**src/itob_pkg.sv**
```systemverilog
// Shared types and constants for the integer-to-base-digits converter.
`default_nettype none
package itob_pkg;

  localparam int VALUE_WIDTH_DEF = 32;
  localparam int MAX_BASE_DEF    = 16;
  localparam int MAX_DIGITS_DEF  = 32;

  localparam int DIGIT_W    = 4;
  localparam int CHAR_W     = 8;
  localparam int BASE_W     = 5;
  localparam int CHARS_W    = 64;
  localparam int CFG_IDX_W  = 2;
  localparam int CHUNK_BITS = 8;

  localparam logic [BASE_W-1:0]  BASE_RESET       = 5'd10;
  localparam logic [CHARS_W-1:0] CHARS_LOW_RESET  = 64'h3736353433323130;
  localparam logic [CHARS_W-1:0] CHARS_HIGH_RESET = 64'h4645444342413938;
  localparam logic [CHAR_W-1:0]  MINUS_CHAR       = 8'h2D;

  localparam logic [CFG_IDX_W-1:0] REG_DIGIT_BASE       = 2'd0;
  localparam logic [CFG_IDX_W-1:0] REG_DIGIT_CHARS_LOW  = 2'd1;
  localparam logic [CFG_IDX_W-1:0] REG_DIGIT_CHARS_HIGH = 2'd2;

  typedef struct packed {
    logic load;
    logic div_first;
    logic div_step;
    logic store;
    logic emit_sign;
    logic rd;
    logic emit_digit;
  } itob_cmd_t;

  typedef struct packed {
    logic neg;
    logic q_zero;
    logic cnt_last;
    logic cnt_one;
    logic out_free;
  } itob_status_t;

endpackage
`default_nettype wire

```
**src/integer_to_base_digits.sv**
```systemverilog
// Top level of the signed integer to base-N text converter.
// Converts each signed input word into its text in a base of 2 to 16 and streams it out
// one character per transaction, most significant digit first, with '-' ahead of a
// negative value and tlast on the final character; zero gives one digit-0 character.
// Digits come from an 8-bit-per-chunk long divider, and each digit character then passes
// through the registered digit store read. The sign step is taken whether or not a '-'
// goes out. Holding off the output while a character waits stalls the converter. One word
// is converted at a time; a new word is taken while the last character still waits in the
// output register. Configuration is to be written only while the block is idle; the block
// itself does not enforce this.
`default_nettype none
module integer_to_base_digits #(
  parameter int VALUE_WIDTH = itob_pkg::VALUE_WIDTH_DEF,
  parameter int MAX_BASE    = itob_pkg::MAX_BASE_DEF,
  parameter int MAX_DIGITS  = itob_pkg::MAX_DIGITS_DEF
) (
  input  wire logic                                 clk,
  input  wire logic                                 rst,
  input  wire logic                                 cfg_we,
  input  wire logic [itob_pkg::CFG_IDX_W-1:0]       cfg_index,
  input  wire logic [itob_pkg::CHARS_W-1:0]         cfg_data,
  input  wire logic                                 s_axis_tvalid,
  output logic                                      s_axis_tready,
  // fields from bit 0: value
  input  wire logic [((VALUE_WIDTH+7)/8)*8-1:0]     s_axis_tdata,
  output logic                                      m_axis_tvalid,
  input  wire logic                                 m_axis_tready,
  // fields from bit 0: out_char
  output logic [itob_pkg::CHAR_W-1:0]               m_axis_tdata,
  output logic                                      m_axis_tlast
);
  import itob_pkg::*;

  itob_cmd_t    cmd;
  itob_status_t sts;

  itob_ctrl #(
    .VALUE_WIDTH(VALUE_WIDTH)
  ) u_ctrl (
    .clk     (clk),
    .rst     (rst),
    .in_valid(s_axis_tvalid),
    .in_ready(s_axis_tready),
    .sts     (sts),
    .cmd     (cmd)
  );

  itob_dp #(
    .VALUE_WIDTH(VALUE_WIDTH),
    .MAX_BASE   (MAX_BASE),
    .MAX_DIGITS (MAX_DIGITS)
  ) u_dp (
    .clk      (clk),
    .rst      (rst),
    .cfg_we   (cfg_we),
    .cfg_index(cfg_index),
    .cfg_data (cfg_data),
    .value    (s_axis_tdata[VALUE_WIDTH-1:0]),
    .cmd      (cmd),
    .sts      (sts),
    .out_valid(m_axis_tvalid),
    .out_ready(m_axis_tready),
    .out_char (m_axis_tdata),
    .out_last (m_axis_tlast)
  );

endmodule
`default_nettype wire

```
**src/itob_ctrl.sv**
```systemverilog
// Controller state machine: sequences division, digit storage and character output.
`default_nettype none
module itob_ctrl #(
  parameter int VALUE_WIDTH = itob_pkg::VALUE_WIDTH_DEF
) (
  input  wire logic                 clk,
  input  wire logic                 rst,
  input  wire logic                 in_valid,
  output logic                      in_ready,
  input  wire itob_pkg::itob_status_t sts,
  output itob_pkg::itob_cmd_t       cmd
);
  import itob_pkg::*;

  localparam int CHUNKS  = (VALUE_WIDTH + CHUNK_BITS - 1) / CHUNK_BITS;
  localparam int CHUNK_CW = $clog2(CHUNKS + 1);
  localparam logic [CHUNK_CW-1:0] CHUNK_LAST = CHUNK_CW'(CHUNKS - 1);

  typedef enum logic [2:0] {
    S_IDLE,
    S_DIV,
    S_STORE,
    S_SIGN,
    S_READ,
    S_EMIT
  } state_t;

  state_t state;
  logic [CHUNK_CW-1:0] chunk_cnt;

  assign in_ready = (state == S_IDLE);

  always_comb begin
    cmd            = '0;
    cmd.load       = in_ready && in_valid;
    cmd.div_step   = (state == S_DIV);
    cmd.div_first  = (state == S_DIV) && (chunk_cnt == '0);
    cmd.store      = (state == S_STORE);
    cmd.emit_sign  = (state == S_SIGN) && sts.neg && sts.out_free;
    cmd.rd         = (state == S_READ);
    cmd.emit_digit = (state == S_EMIT) && sts.out_free;
  end

  always_ff @(posedge clk) begin
    if (rst) begin
      state     <= S_IDLE;
      chunk_cnt <= '0;
    end else begin
      unique case (state)
        S_IDLE: begin
          chunk_cnt <= '0;
          if (in_valid) state <= S_DIV;
        end
        S_DIV: begin
          if (chunk_cnt == CHUNK_LAST) begin
            chunk_cnt <= '0;
            state     <= S_STORE;
          end else begin
            chunk_cnt <= chunk_cnt + 1'b1;
          end
        end
        S_STORE: begin
          // stop once the quotient is exhausted or the store is full
          if (sts.q_zero || sts.cnt_last) state <= S_SIGN;
          else state <= S_DIV;
        end
        S_SIGN: begin
          if (!sts.neg || sts.out_free) state <= S_READ;
        end
        S_READ: begin
          state <= S_EMIT;
        end
        S_EMIT: begin
          if (sts.out_free) begin
            if (sts.cnt_one) state <= S_IDLE;
            else state <= S_READ;
          end
        end
        default: state <= S_IDLE;
      endcase
    end
  end

endmodule
`default_nettype wire

```
**src/itob_dp.sv**
```systemverilog
// Datapath: configuration registers, digit divider, digit store and output register.
`default_nettype none
module itob_dp #(
  parameter int VALUE_WIDTH = itob_pkg::VALUE_WIDTH_DEF,
  parameter int MAX_BASE    = itob_pkg::MAX_BASE_DEF,
  parameter int MAX_DIGITS  = itob_pkg::MAX_DIGITS_DEF
) (
  input  wire logic                              clk,
  input  wire logic                              rst,
  input  wire logic                              cfg_we,
  input  wire logic [itob_pkg::CFG_IDX_W-1:0]    cfg_index,
  input  wire logic [itob_pkg::CHARS_W-1:0]      cfg_data,
  input  wire logic [VALUE_WIDTH-1:0]            value,
  input  wire itob_pkg::itob_cmd_t               cmd,
  output itob_pkg::itob_status_t                 sts,
  output logic                                   out_valid,
  input  wire logic                              out_ready,
  output logic [itob_pkg::CHAR_W-1:0]            out_char,
  output logic                                   out_last
);
  import itob_pkg::*;

  localparam int CHUNKS = (VALUE_WIDTH + CHUNK_BITS - 1) / CHUNK_BITS;
  localparam int PW     = CHUNKS * CHUNK_BITS;
  localparam int CNT_W  = $clog2(MAX_DIGITS + 1);
  localparam int IDX_W  = $clog2(MAX_DIGITS);

  // configuration
  logic [BASE_W-1:0]  digit_base;
  logic [CHARS_W-1:0] digit_chars_low;
  logic [CHARS_W-1:0] digit_chars_high;

  always_ff @(posedge clk) begin
    if (rst) begin
      digit_base       <= BASE_RESET;
      digit_chars_low  <= CHARS_LOW_RESET;
      digit_chars_high <= CHARS_HIGH_RESET;
    end else if (cfg_we) begin
      unique case (cfg_index)
        REG_DIGIT_BASE:       digit_base       <= cfg_data[BASE_W-1:0];
        REG_DIGIT_CHARS_LOW:  digit_chars_low  <= cfg_data;
        REG_DIGIT_CHARS_HIGH: digit_chars_high <= cfg_data;
        default: ;
      endcase
    end
  end

  logic [BASE_W-1:0] base_eff;
  always_comb begin
    if (digit_base < BASE_W'(2)) base_eff = BASE_W'(2);
    else if (digit_base > BASE_W'(MAX_BASE)) base_eff = BASE_W'(MAX_BASE);
    else base_eff = digit_base;
  end

  // divider: quotient register rotates one chunk per cycle
  logic [PW-1:0]         quotient_reg;
  logic [DIGIT_W-1:0]    rem;
  logic                  negative_flag;
  logic [VALUE_WIDTH-1:0] magnitude;
  logic [DIGIT_W-1:0]    r;
  logic [BASE_W-1:0]     r5;
  logic [CHUNK_BITS-1:0] qbits;
  logic [CHUNK_BITS-1:0] top_bits;

  assign magnitude = value[VALUE_WIDTH-1] ? (~value + 1'b1) : value;
  assign top_bits  = quotient_reg[PW-1 -: CHUNK_BITS];

  always_comb begin
    r     = cmd.div_first ? '0 : rem;
    r5    = '0;
    qbits = '0;
    for (int i = 0; i < CHUNK_BITS; i++) begin
      r5 = {r, top_bits[CHUNK_BITS-1-i]};
      if (r5 >= base_eff) begin
        r5 = r5 - base_eff;
        qbits[CHUNK_BITS-1-i] = 1'b1;
      end
      r = r5[DIGIT_W-1:0];
    end
  end

  always_ff @(posedge clk) begin
    if (rst) begin
      quotient_reg  <= '0;
      negative_flag <= 1'b0;
    end else if (cmd.load) begin
      quotient_reg  <= PW'(magnitude);
      negative_flag <= value[VALUE_WIDTH-1];
    end else if (cmd.div_step) begin
      quotient_reg  <= (quotient_reg << CHUNK_BITS) | PW'(qbits);
    end
  end

  always_ff @(posedge clk) begin
    if (cmd.div_step) rem <= r;
  end

  // digit store and count
  logic [DIGIT_W-1:0] digit_store [MAX_DIGITS];
  logic [CNT_W-1:0]   digit_count;
  logic [CNT_W-1:0]   rd_pos;
  logic [DIGIT_W-1:0] rd_digit;

  assign rd_pos = digit_count - 1'b1;

  always_ff @(posedge clk) begin
    if (rst) begin
      digit_count <= '0;
    end else if (cmd.load) begin
      digit_count <= '0;
    end else if (cmd.store) begin
      digit_count <= digit_count + 1'b1;
    end else if (cmd.emit_digit) begin
      digit_count <= digit_count - 1'b1;
    end
  end

  always_ff @(posedge clk) begin
    if (cmd.store) digit_store[digit_count[IDX_W-1:0]] <= rem;
    if (cmd.rd) rd_digit <= digit_store[rd_pos[IDX_W-1:0]];
  end

  // output register
  logic [CHARS_W*2-1:0] char_table;
  logic [CHAR_W-1:0]    digit_char;

  assign char_table = {digit_chars_high, digit_chars_low};
  assign digit_char = char_table[rd_digit*CHAR_W +: CHAR_W];

  always_ff @(posedge clk) begin
    if (rst) begin
      out_valid <= 1'b0;
    end else if (cmd.emit_sign || cmd.emit_digit) begin
      out_valid <= 1'b1;
    end else if (out_ready) begin
      out_valid <= 1'b0;
    end
  end

  always_ff @(posedge clk) begin
    if (cmd.emit_sign) begin
      out_char <= MINUS_CHAR;
      out_last <= 1'b0;
    end else if (cmd.emit_digit) begin
      out_char <= digit_char;
      out_last <= (digit_count == CNT_W'(1));
    end
  end

  always_comb begin
    sts.neg      = negative_flag;
    sts.q_zero   = (quotient_reg == '0);
    sts.cnt_last = (digit_count == CNT_W'(MAX_DIGITS - 1));
    sts.cnt_one  = (digit_count == CNT_W'(1));
    sts.out_free = !out_valid || out_ready;
  end

endmodule
`default_nettype wire

```
**config.mk**
```make
export PLATFORM = sky130hd
export DESIGN_NAME = integer_to_base_digits
export DESIGN_NICKNAME = d
export VERILOG_FILES = /design/src/itob_pkg.sv /design/src/integer_to_base_digits.sv /design/src/itob_ctrl.sv /design/src/itob_dp.sv
export SDC_FILE = /design/constraint.sdc
export NUM_CORES = 1
export LEC_CHECK = 0
export ABC_AREA = 1
export BUFFER_PORTS_ARGS = -buffer_cell sky130_fd_sc_hd__buf_4
export CELL_PAD_IN_SITES_DETAIL_PLACEMENT = 0
export CELL_PAD_IN_SITES_GLOBAL_PLACEMENT = 1
export CORE_AREA = 2 2 187 189
export DETAILED_ROUTE_END_ITERATION = 8
export DIE_AREA = 0 0 189 191
export MAX_ROUTING_LAYER = met4
export PLACE_DENSITY = 0.87
export SLEW_MARGIN = 20
export SYNTH_ARGS = -nofsm -noshare
export SYNTH_HDL_FRONTEND = slang
export SYNTH_HIERARCHICAL = 1
export SYNTH_SLANG_ARGS = --single-unit
```
**constraint.sdc**
```tcl
create_clock -name clk -period 21.7 [get_ports clk]
set_input_delay 4.34 -clock clk [delete_from_list [all_inputs] [get_ports clk]]
set_output_delay 4.34 -clock clk [all_outputs]
set_load 0.03 [all_outputs]
```
# Yosys cells after proc, flatten, opt, wreduce, memory -nomap -nowiden
# Memory sizes are Yosys's and may differ from the RTL's. A register that Yosys moved wholly into a read port is not among the register bits.
# Index checks and enable logic that the tools add are counted.
dict set report op_classes {
  add_sub_neg 12
  order_cmp 10
  n_eq_ne 14
  shift 1
  mux 37
  bitwise 2
  reduce_logical 24
}
# cell count
set op_table {}
lappend op_table {{128-bit by 8-bit variable part select with 8-bit output} 1}
lappend op_table {{32-bit 2-to-1 mux} 3}
lappend op_table {{5-bit >= comparator} 8}
lappend op_table {{4-bit 2-to-1 mux} 9}
lappend op_table {{32-bit by 1-bit adder with 32-bit output, second input constant} 1}
lappend op_table {{32-bit logical NOT} 1}
lappend op_table {{32-bit NOT} 1}
lappend op_table {{32-bit by 8-bit OR with 32-bit output} 1}
lappend op_table {{4-bit subtractor} 8}
lappend op_table {{3-bit 2-to-1 mux} 6}
lappend op_table {{3-bit case mux with 6 select lines} 1}
lappend op_table {{1-bit 2-to-1 mux} 12}
lappend op_table {{6-bit 2-to-1 mux} 2}
lappend op_table {{5-bit 2-to-1 mux} 2}
lappend op_table {{3-bit by 2-bit == test with 1-bit output, second input constant} 3}
lappend op_table {{2-bit nonzero test} 4}
lappend op_table {{6-bit by 1-bit adder with 6-bit output, second input constant} 1}
lappend op_table {{3-bit == test, second input constant} 2}
lappend op_table {{6-bit by 1-bit == test with 1-bit output, second input constant} 1}
lappend op_table {{6-bit by 5-bit == test with 1-bit output, second input constant} 1}
lappend op_table {{3-bit logical NOT} 2}
lappend op_table {{3-bit case mux with 2 select lines} 1}
lappend op_table {{2-bit AND reduction} 3}
lappend op_table {{6-bit by 1-bit subtractor with 6-bit output, second input constant} 1}
lappend op_table {{15 further kinds} 25}
dict set report word_totals {
  reg_bits 192
  ram_bits 128
  in_bits 103
  memories 1
}
# memory depth word_bits read_ports rd_clocked_by_memory_dff write_ports line_no
set memory_table {}
lappend memory_table {u_dp.digit_store 32 4 1 1 1 itob_dp.sv:99} ;# logic [DIGIT_W-1:0] digit_store [MAX_DIGITS];

# Longest topological paths before layout
dict set report logic_depth {
  word_depth 22
  mapped_depth 80
  mapped_depth_nobuf 79
}

# Cells and area by module
# The synthesis kept the hierarchy.
# module n_inst cells_each area_per_inst_um2
set modules_own_cells {}
lappend modules_own_cells {itob_dp 1 1973 15999.1}
lappend modules_own_cells {itob_ctrl 1 67 431.7}

# Worst setup path before layout
# Ideal clock, no wire load.
dict set report synth_path {
  kind {register to register}
  startpoint {register u_ctrl.state[2]}
  endpoint {register u_dp.rem[3] (data pin)}
  setup_ns 0.253
  t_arrival_ns 9.844
  required_ns 21.447
  slack_ns 11.602
  path_stages_with_launch 73
  cell_sequence {dfxtp_1 -> buf_4 -> nor2_2 -> inv_2 -> nor2_4 -> nand2_1 -> nor2_1 -> nor2_1 -> ha_1 -> nand4_1 -> nand2_1 -> inv_1 -> nand2_1 -> nand2_1 -> nand2_2 -> o21ai_1 -> inv_1 -> ha_1 -> (+37 left out) -> or2_2 -> nand2_1 -> ha_1 -> a21oi_1 -> o21ai_1 -> nand2_1 -> nand2_1 -> a21oi_2 -> nand2_1 -> o21a_1 -> ha_1 -> a21o_1 -> o21ai_1 -> nand2_1 -> a21oi_1 -> inv_1 -> nand3_1 -> nand2_1}
}
# element line_no
set synth_lines {}
lappend synth_lines {{start, declared} itob_ctrl.sv:28} ;# state_t state;
lappend synth_lines {{start signal, assigned} itob_ctrl.sv:46} ;# state <= S_IDLE;
lappend synth_lines {{start signal, assigned} itob_ctrl.sv:52} ;# if (in_valid) state <= S_DIV;
lappend synth_lines {{start signal, assigned} itob_ctrl.sv:57} ;# state <= S_STORE;
lappend synth_lines {{end signal, assigned} itob_dp.sv:95} ;# if (cmd.div_step) rem <= r;
lappend synth_lines {{end, declared} itob_dp.sv:57} ;# logic [DIGIT_W-1:0] rem;

==> results.py <==
metrics = {
    "setup_path": {
        "r2r_slack_ns": 9.90,
        "r2r_cells": 72,
        "critPathKind": "register to register",
        "r2r_start": "u_ctrl/state[0]",
        "critPathLaunchType": "register",
        "crit_fanout": 9,
        "crit_slowest_cell": "dfxtp_1",
        "cp_common_cell": "nand2_1",
        "r2r_end": "u_dp/rem[3]",
        "cp-end-kind": "register",
        "crit_arrival_ns": 12.08,
        "cp.required_ns": 21.98,
        "max_stage_delay_ns": 0.53,
    },
    "route": {
        "route.detailed.drc": 0,
        "ant_nets": 0,
        "num_vias": 14300,
        "drt-total-wl_um": 45200,
        "drt_iter0_drc": 1237,
        "first_pass_iters": 5,
        "post_drt_wl_per_cell_um": 17.5,
        "vias_per_cell": 5.52,
    },
    "grt": {
        "grt_pass1_wl_um": 71500,
        "grt_start_max_net_pins": 112,
        "first_global_vias": 13400,
        "antenna_found_initial": 2,
        "gr-total-overflow": 0,
        "grt_use_total_pct": 25.6,
    },
    "place": {
        "pre_cts_slack_ns": 10.05,
        "place.gp.congestion": 0.917,
        "place.port_buffers": 113,
        "place_hpwl_um": 29900,
    },
    "yosys": {
        "synthMuxAreaShare_pct": 0.548,
        "synth_top_family_by_area": "simple AND/OR/NAND/NOR gates",
        "ys.flop_type": "dfxtp_1",
        "async_reset_ff_share_pct": 0,
        "synth-edff-count": 136,
        "synthCells": 2040,
        "ys_warn_count": 6,
        "synth_common_cells": "392 x nand2_1, 288 x nor2_1, 204 x o21ai_0",
        "synth_area_leaders": "edfxtp_1 25%, dfxtp_1 23%, nand2_1 9.0%, nor2_1 6.6%, o21ai_0 6.2%",
        "synth-simple-area-share_pct": 23.2,
        "synth_area_leader_cell": "edfxtp_1",
        "syn_area_per_cell_um2": 8.05,
        "syn_area_um2": 16400,
        "netlist.area_leader.share_pct": 24.9,
        "synth_compound_area_share_pct": 16.1,
        "yosys.cell_count.top_type": "nand2_1",
        "synth.yosys.seq_area_share_pct": 47.8,
        "ys_ff_latch": 324,
        "synthXorXnorAreaFrac_pct": 1.12,
        "ys_types": 57,
        "synth_nets": 2198,
        "synthAdderAreaFrac_pct": 4.51,
    },
    "timing": {
        "final.setup_skew_ns": 0.0163,
        "setup_tns_ns": 0,
        "holdWs_ns": 0.451,
        "fin_crit_ns": 11.80,
        "fmax_ghz": 0.0847,
        "worst_pin_slew_ns": 1.16,
        "rsz0062_at_grt": "no",
        "relSlewSlack_pct": 22.7,
        "final-setup-viol-count": 0,
        "hold_viol": 0,
        "finalCritPeriodShare_pct": 54.4,
        "maxSlewViolCount": 0,
        "worst_slack_ns": 9.90,
    },
    "clock_network": {
        "cts_max_path_buffers": 3,
        "post_cts_resized": 0,
        "post_cts_buffers": 0,
        "cts_hold_buf": 0,
        "cts_inserted_buffers": 36,
        "insertion_delay_ns": 0.53,
        "cts-root-buf": "clkbuf_16",
        "cts_tree": "built",
        "htreeDepth": 2,
        "cts.sinks": 324,
        "clkSlewWorstSetupHoldPaths_ns": 0.06,
    },
    "worst_hold_path": {
        "hold_class": "register to register",
        "min_path_cells": 2,
        "worst_hold_startpoint": "u_dp/digit_chars_low[53]",
        "hold_end": "u_dp/digit_chars_low[53]",
    },
    "finish": {
        "n_fill_cell": 3159,
        "area_delta_synth_final_pct": 14.2,
        "layout.nets": 2259,
        "drive_gt1_share_pct": 11.9,
        "largest_reg_flops": 128,
        "utilization_pct": 55.0,
    },
    "die": {
        "pin_count": 114,
        "start_util_pct": 48.2,
        "fp.dieH_um": 191,
        "dieWidth_um": 189,
        "placementRows": 68,
        "die-area_um2": 36100,
        "core-area_um2": 34100,
    },
    "flow_run": {
        "max_cap_viol_count": 0,
    },
    "outcome": {
        "status": "finished clean",
    },
}
[cell usage in the layout, fill, tap and decap left out, drive strengths merged, types with 2 or more instances in the layout]
cell    count
a21oi     113
a22o        3
a22oi       3
a31oi      21
a41oi       2
and2        2
and3        2
buf       131
bufinv      3
clkbuf     46
clkinv     16
dfxtp     188
diode       2
edfxtp    136
fa          7
ha         48
inv       172
mux2i       9
nand2     401
nand3     138
nand4      14
nor2      298
nor3       16
nor4       10
o211ai     16
o21a        2
o21ai     234
o21bai      2
o221ai     23
o22ai      15
o32ai      23
or2        11
xnor2      12
xor2        6
[through the flow]
step | std cells | instance area [um^2]
after floorplan | 2040 | 16400
after global placement | 2517 | 17500
after detailed placement | 2517 | 17500
after CTS | 2583 | 18700
after global routing | 2586 | 18800
final | 2586 | 18800
[metal layers]
layer	up-vias	share of wire [%]	wire length (um)	global-route usage (%)
li1	7054	-	-	-
met1	6718	46	20900	35.0
met2	444	45	20400	39.7
met3	59	6.4	2890	3.89
met4	0	2.2	983	7.21
met5	-	0	0	-
[worst max-delay path by stage]
stage                    start     endpoint  slack (ns)  depth (start not counted)
4_1_cts        u_ctrl/state[0]  u_dp/rem[3]       10.04                         72
5_1_grt        u_ctrl/state[0]  u_dp/rem[3]        8.67                         72
2_1_floorplan  u_ctrl/state[2]  u_dp/rem[3]       11.60                         72
3_5_place_dp   u_ctrl/state[0]  u_dp/rem[3]       10.05                         72
6_report       u_ctrl/state[0]  u_dp/rem[3]        9.90                         72
3_3_place_gp       u_dp/rem[1]  u_dp/rem[3]       10.58                         69
[cells by family after synthesis]
kind of cell	count (synthesis)
buf+inv	280
compound gates	461
fa+ha+maj	55
xor+xnor	18
flops	324
simple gates	893
mux	9
[area by class of cell]
class | count | area, um^2 | area share (%)
Sequential cell | 324 | 7850 | 41.8
Multi-Input combinational cell | 1436 | 7500 | 40.0
Timing Repair Buffer | 131 | 1000 | 5.35
Clock buffer | 46 | 991 | 5.28
Inverter | 172 | 646 | 3.44
Tap cell | 455 | 569 | 3.04
Clock inverter | 20 | 198 | 1.05
Antenna cell | 2 | 5.00 | 0.0267
[critical path: cells and delay by family, from the launching register on]
| family | cells | cell delay [ns] |
|---|---|---|
| buffers and inverters | 8 | 0.70 |
| AO/OA/AOI/OAI | 23 | 4.30 |
| flip-flops | 1 | 0.53 |
| AND/OR/NAND/NOR | 33 | 3.30 |
| adder cells (fa/ha/maj) | 8 | 2.70 |
Power is not shown: default switching activity piles up to over one toggle a cycle in this logic, so the estimate is an artifact.
